File: config.mk
export PLATFORM = sky130hd
export DESIGN_NAME = bpa_ctrl
export DESIGN_NICKNAME = d
export VERILOG_FILES = /design/src/bpa_pkg.sv /design/src/bpa_ctrl.sv
export SDC_FILE = /design/constraint.sdc
export NUM_CORES = 1
export LEC_CHECK = 0
export BUFFER_PORTS_ARGS = -buffer_cell sky130_fd_sc_hd__buf_4
export CORE_UTILIZATION = 54
export DETAILED_ROUTE_END_ITERATION = 8
export PLACE_DENSITY = 0.78
export SLEW_MARGIN = 25
export SYNTH_ARGS = -nofsm -noshare
export SYNTH_HDL_FRONTEND = slang
export SYNTH_SLANG_ARGS = --single-unit
File: constraint.sdc
create_clock -name clk_i -period 2.3 [get_ports clk_i]
set_input_delay 0.23 -clock clk_i [delete_from_list [all_inputs] [get_ports clk_i]]
set_output_delay 0.23 -clock clk_i [all_outputs]
set_load 0.01 [all_outputs]
File: src/bpa_pkg.sv
// ----------------------------------------------------------------------------
// bpa_pkg
// Shared types for the buddy page allocator: result codes, datapath
// micro-operations and the command and status bundles between the modules.
// ----------------------------------------------------------------------------
package bpa_pkg;

  typedef enum logic [1:0] {
    ST_OK     = 2'd0,
    ST_NOFREE = 2'd1,
    ST_BAD    = 2'd2
  } status_e;

  typedef enum logic [3:0] {
    DP_NOP       = 4'd0,
    DP_CLEAR     = 4'd1,
    DP_LOAD      = 4'd2,
    DP_J_INC     = 4'd3,
    DP_POP_RD    = 4'd4,
    DP_POP_WR    = 4'd5,
    DP_FLAG_RD   = 4'd6,
    DP_FLAG_WR   = 4'd7,
    DP_SPLIT     = 4'd8,
    DP_PUSH      = 4'd9,
    DP_WALK_INIT = 4'd10,
    DP_WALK_RD   = 4'd11,
    DP_WALK_STEP = 4'd12,
    DP_MERGE     = 4'd13,
    DP_RESULT    = 4'd14
  } dp_op_e;

  typedef struct packed {
    dp_op_e  op;
    logic    cnt_add;
    logic    cnt_sub;
    status_e res;
  } ctl_cmd_t;

  typedef struct packed {
    logic clr_last;
    logic lvl_bad;
    logic page_bad;
    logic is_alloc;
    logic j_over;
    logic head_nil;
    logic j_gt_lv;
    logic j_is_max;
    logic flag_bit;
    logic walk_end;
    logic walk_hit;
  } dp_sts_t;

endpackage

File: src/bpa_ctrl.sv
// ----------------------------------------------------------------------------
// bpa_ctrl
// Sequencer of the allocator: issues one datapath micro-operation per cycle
// for the clearing pass, allocate (search, pop, split) and free (merge walk).
// ----------------------------------------------------------------------------
module bpa_ctrl (
  input  logic               clk_i,
  input  logic               rst_ni,
  input  logic               start_i,
  output logic               busy_o,
  input  bpa_pkg::dp_sts_t   sts_i,
  output bpa_pkg::ctl_cmd_t  cmd_o
);
  import bpa_pkg::*;

  typedef enum logic [13:0] {
    S_CLEAR  = 14'h0001,
    S_IDLE   = 14'h0002,
    S_CHECK  = 14'h0004,
    S_ASRCH  = 14'h0008,
    S_POPWR  = 14'h0010,
    S_TGRD   = 14'h0020,
    S_TGWR   = 14'h0040,
    S_SPLIT  = 14'h0080,
    S_FCHK   = 14'h0100,
    S_FDEC   = 14'h0200,
    S_WRD    = 14'h0400,
    S_WSTEP  = 14'h0800,
    S_MERGE  = 14'h1000,
    S_RESULT = 14'h2000
  } state_e;

  state_e  state_q, state_d;
  status_e st_q, st_d;

  assign busy_o = (state_q != S_IDLE);

  always_comb begin
    state_d = state_q;
    st_d    = st_q;
    cmd_o   = '{op: DP_NOP, cnt_add: 1'b0, cnt_sub: 1'b0, res: st_q};
    unique case (state_q)
      S_CLEAR: begin
        cmd_o.op = DP_CLEAR;
        if (sts_i.clr_last) state_d = S_IDLE;
      end
      S_IDLE: begin
        if (start_i) begin
          cmd_o.op = DP_LOAD;
          state_d  = S_CHECK;
        end
      end
      S_CHECK: begin
        if (sts_i.lvl_bad || (!sts_i.is_alloc && sts_i.page_bad)) begin
          st_d    = ST_BAD;
          state_d = S_RESULT;
        end else if (sts_i.is_alloc) begin
          state_d = S_ASRCH;
        end else begin
          cmd_o.cnt_add = 1'b1;
          state_d       = S_TGRD;
        end
      end
      S_ASRCH: begin
        if (sts_i.j_over) begin
          st_d    = ST_NOFREE;
          state_d = S_RESULT;
        end else if (!sts_i.head_nil) begin
          cmd_o.op = DP_POP_RD;
          state_d  = S_POPWR;
        end else begin
          cmd_o.op = DP_J_INC;
        end
      end
      S_POPWR: begin
        cmd_o.op      = DP_POP_WR;
        cmd_o.cnt_sub = 1'b1;
        state_d       = S_TGRD;
      end
      S_TGRD: begin
        cmd_o.op = DP_FLAG_RD;
        state_d  = S_TGWR;
      end
      S_TGWR: begin
        cmd_o.op = DP_FLAG_WR;
        if (!sts_i.is_alloc) begin
          state_d = S_FCHK;
        end else if (sts_i.j_gt_lv) begin
          state_d = S_SPLIT;
        end else begin
          st_d    = ST_OK;
          state_d = S_RESULT;
        end
      end
      S_SPLIT: begin
        cmd_o.op = DP_SPLIT;
        state_d  = S_TGRD;
      end
      S_FCHK: begin
        if (sts_i.j_is_max) begin
          cmd_o.op = DP_PUSH;
          st_d     = ST_OK;
          state_d  = S_RESULT;
        end else begin
          cmd_o.op = DP_FLAG_RD;
          state_d  = S_FDEC;
        end
      end
      S_FDEC: begin
        if (sts_i.flag_bit) begin
          cmd_o.op = DP_PUSH;
          st_d     = ST_OK;
          state_d  = S_RESULT;
        end else begin
          cmd_o.op = DP_WALK_INIT;
          state_d  = S_WRD;
        end
      end
      S_WRD: begin
        // buddy not on its list: merge anyway, nothing to unlink
        if (sts_i.walk_end) begin
          state_d = S_MERGE;
        end else begin
          cmd_o.op = DP_WALK_RD;
          state_d  = S_WSTEP;
        end
      end
      S_WSTEP: begin
        cmd_o.op = DP_WALK_STEP;
        state_d  = sts_i.walk_hit ? S_MERGE : S_WRD;
      end
      S_MERGE: begin
        cmd_o.op = DP_MERGE;
        state_d  = S_TGRD;
      end
      S_RESULT: begin
        cmd_o.op = DP_RESULT;
        state_d  = S_IDLE;
      end
      default: begin
        state_d = S_IDLE;
      end
    endcase
  end

  always_ff @(posedge clk_i or negedge rst_ni) begin
    if (!rst_ni) begin
      state_q <= S_CLEAR;
      st_q    <= ST_OK;
    end else begin
      state_q <= state_d;
      st_q    <= st_d;
    end
  end

endmodule

==> impl_metrics.csv <==
group,metric,value,unit
status,run_status,"finished, violations left",
status,violations,"negative setup slack",
power_and_ir_drop,power_per_standard_cell_area,673,nW/um^2
global_route,grtUsageTotal,27.3,%
placed_design,place.detailed.hpwl,2230,um
worst_setup_path,worstPathMaxFanout,8,
timing,grt_setup_unrepaired,"yes",
layout,num-nets-final,187,
global_route,grt.overflow.total,0,
clock_tree,clock_pin_transition_on_the_worst_setup_and_hold_timing_paths,0.10,ns
timing,relSlewSlack,75.0,%
global_route,wire_length_of_the_first_global_routing_pass,5110,um
logic_synthesis,synthesis.instances,148,
global_route,antenna_found_initial,0,
drt,dr.first_iter.drc_count,70,
clock_tree,cts_tree,"yes",
placed_design,io_buffer_count,22,
timing,timing.final.crit_share,101,%
die,coreArea,2020,um^2
clock_tree,cts_inserted_buffers,3,
power_and_ir_drop,ir_worst_vdd,0.590,mV
clock_tree,cts_max_level,1,
worst_setup_path,r2r.worst_path.cells,5,
drt,vias_per_cell,6.22,
worst_setup_path,cp-end-kind,"primary output",
logic_synthesis,post_synth_num_cell_types,40,
logic_synthesis,synth.ff_latch_count,16,
logic_synthesis,synth_nets,162,
worst_setup_path,criticalPathCategory,"reg2out",
die,initial_utilization,58.8,%
worst_setup_path,critical_path_arrival,2.09,ns
timing,worst_hold_slack,0.0950,ns
layout,syn_to_final_growth,26.5,%
timing,clock_skew,0.00267,ns
layout,stdcell_count,199,
timing,setup_viol,2,
timing,hold_viol,0,
timing,setup_tns,-0.0425,ns
drt,route.detailed.drc,0,
logic_synthesis,synth-seq-area-share,33.8,%
logic_synthesis,avgSynthCellArea,8.04,um^2
timing,slew_viol_final,0,
timing,smallest_setup_slack_after_layout,-0.0227,ns
drt,postRouteAntennaNets,0,
placed_design,place_ws,0.330,ns
worst_hold_path,type_of_the_worst_min_delay_path,"in2reg",
worst_hold_path,whs_path_depth,2,
global_route,grt_max_degree,17,
layout,utilization,74.4,%
die,pin_count,23,
worst_setup_path,cp_data_required_time,2.07,ns
die,count_of_standard_cell_rows,16,
drt,dr.pass1.iters,4,
clock_tree,worstSkewPairLatency,0.30,ns
placed_design,dpl.cell_count,192,
drt,drt-wirelength-per-cell,16.3,um
logic_synthesis,share_of_synthesized_flip_flops_with_an_asynchronous_set_or_reset,100,%
clock_tree,cts.sinks,16,
die,design.die.area,2400,um^2
power_and_ir_drop,pleak,0.719,nW
worst_setup_path,timing.critical_path.from_type,"flop",
clock_tree,clk_path_buf_depth,2,
logic_synthesis,post_synth_instance_area,1190,um^2
layout,post_route_cells_drive_above_1_share,29.1,%
logic_synthesis,yosysWarningCount,0,
logic_synthesis,synth_top_flop_cell,"sky130_fd_sc_hd__dfrtp_1",
layout,insertedDiodeCount,0,
timing,worst-slew-pin-transition,0.371,ns
placed_design,routability_congestion_estimate_from_global_placement,0.870,
run,number_of_max_cap_violations,0,
timing,fmax,431,MHz
die,die_height,48.9,um
drt,wirelength,3240,um
global_route,first_global_vias,1149,
clock_tree,clk_root_buffer_cell,"sky130_fd_sc_hd__clkbuf_4",
die,width_of_the_die,48.9,um
logic_synthesis,post_synth_edffs,0,
timing,min_period,2.32,ns
drt,vias,1238,
## cell usage in the layout, fill, tap and decap left out, types with 2 or more instances in the layout
cell type                  Yosys  routed
sky130_fd_sc_hd__buf_4         1      29
sky130_fd_sc_hd__nor2_1       19      19
sky130_fd_sc_hd__nand3_1      14      13
sky130_fd_sc_hd__dfrtp_1      15      11
sky130_fd_sc_hd__nand2_1      10      10
sky130_fd_sc_hd__nand4_1       7       7
sky130_fd_sc_hd__a21oi_1       6       6
sky130_fd_sc_hd__nor3_1        5       5
sky130_fd_sc_hd__inv_1         5       5
sky130_fd_sc_hd__nor2b_1       5       5
sky130_fd_sc_hd__o21ai_0       5       5
sky130_fd_sc_hd__nor4b_1       5       4
sky130_fd_sc_hd__xor2_1        4       4
sky130_fd_sc_hd__dfrtp_2       0       4
sky130_fd_sc_hd__nor4_4        1       3
sky130_fd_sc_hd__xnor2_1       3       3
sky130_fd_sc_hd__o21ai_1       3       3
sky130_fd_sc_hd__nand3b_1      3       3
sky130_fd_sc_hd__clkbuf_4      0       3
sky130_fd_sc_hd__and3_1        2       2
sky130_fd_sc_hd__or3_1         2       2
sky130_fd_sc_hd__nor4b_2       1       2
sky130_fd_sc_hd__and4b_1       2       2
sky130_fd_sc_hd__a2bb2o_1      2       2
sky130_fd_sc_hd__buf_6         0       2
## through the flow
stage	total power, mW	cell area, um^2
CTS	0.978	1450
global route	1.07	1510
detailed placement	0.784	1390
global placement	0.777	1390
floorplan	0.620	1190
finish	1.01	1510
## logic make-up after synthesis
kind of cell / Yosys count / share of synthesized area, %
AOI/OAI and AO/OA: 26 / 14.6
and+or+nand+nor: 81 / 39.7
xor gates and xnor gates: 7 / 5.15
muxes: 1 / 0.841
buffers and inverters: 17 / 5.89
DFF: 16 / 33.8
## cell type report
class / instances / area [um^2]
Inverter: 5 / 18.8
Timing Repair Buffer: 32 / 250
Clock buffer: 4 / 36.3
Fill cell: 142 / 517
Tap cell: 27 / 33.8
Sequential cell: 16 / 407
Multi-Input combinational cell: 115 / 759
## worst max-delay path: stages, from the launching register on
cell	delay (ns)
sky130_fd_sc_hd__dfrtp_1	0.52
sky130_fd_sc_hd__nor4b_2	0.41
sky130_fd_sc_hd__nand3b_1	0.26
sky130_fd_sc_hd__o22ai_1	0.27
sky130_fd_sc_hd__nand2_1	0.12
sky130_fd_sc_hd__nand4_1	0.10
sky130_fd_sc_hd__buf_4	0.13
## synth_stat cells, types with 2 or more instances
cell type	n	area, um^2
sky130_fd_sc_hd__nand2_1	10	37.5
sky130_fd_sc_hd__nor3_1	5	25.0
sky130_fd_sc_hd__inv_1	5	18.8
sky130_fd_sc_hd__a21oi_1	6	30.0
sky130_fd_sc_hd__a2bb2o_1	2	20.0
sky130_fd_sc_hd__nand3b_1	3	22.5
sky130_fd_sc_hd__buf_2	2	10.0
sky130_fd_sc_hd__clkbuf_1	9	33.8
sky130_fd_sc_hd__and3_1	2	12.5
sky130_fd_sc_hd__or3_1	2	12.5
sky130_fd_sc_hd__nor4b_1	5	43.8
sky130_fd_sc_hd__o21ai_1	3	15.0
sky130_fd_sc_hd__and4b_1	2	20.0
sky130_fd_sc_hd__nand4_1	7	43.8
sky130_fd_sc_hd__nand3_1	14	70.1
sky130_fd_sc_hd__xor2_1	4	35.0
sky130_fd_sc_hd__xnor2_1	3	26.3
sky130_fd_sc_hd__dfrtp_1	15	375
sky130_fd_sc_hd__nor2b_1	5	31.3
sky130_fd_sc_hd__o21ai_0	5	25.0
sky130_fd_sc_hd__nor2_1	19	71.3
sky130_fd_sc_hd__nor4_2	2	25.0
## flip-flops by register name (all words and copies together), names as in the netlist
signal   flops
st_q         2
state_q     14
## report_power, final
part | switching (mW) | total, mW | internal [mW]
clock | 0.0992 | 0.196 | 0.0967
combinational | 0.231 | 0.434 | 0.203
sequential | 0.0651 | 0.383 | 0.317
## path summary, 6_finish.rpt
check,end,slack (ns),from
min in group asynchronous,state_q[9],0.31,rst_ni
hold / removal,state_q[11],0.09,sts_i[1]
setup / recovery,cmd_o[4],-0.02,state_q[1]
max in group asynchronous,state_q[0],1.73,rst_ni
setup reg to reg,st_q[0],0.41,state_q[7]
hold reg to reg,st_q[1],0.51,st_q[1]
## timing repair
| item | CTS | global route |
|---|---|---|
| endpoints found under the setup margin | 1 | 4 |
| pin swaps | 0 | 2 |
| hold buffers | 1 | 0 |
| endpoints found under the hold margin | 15 | 0 |
| setup buffers | 0 | 2 |
| resized for setup | 1 | 11 |
## per-layer routing
layer | up-vias | track usage (%) | part of all wire [%]
met5 | - | 0 | 0
met4 | 0 | 9.80 | 3.1
met3 | 13 | 1.87 | 6.4
met2 | 65 | 44.7 | 49
met1 | 574 | 38.1 | 41
li1 | 586 | - | -
No activity file was read; power rests on OpenSTA's default activity.
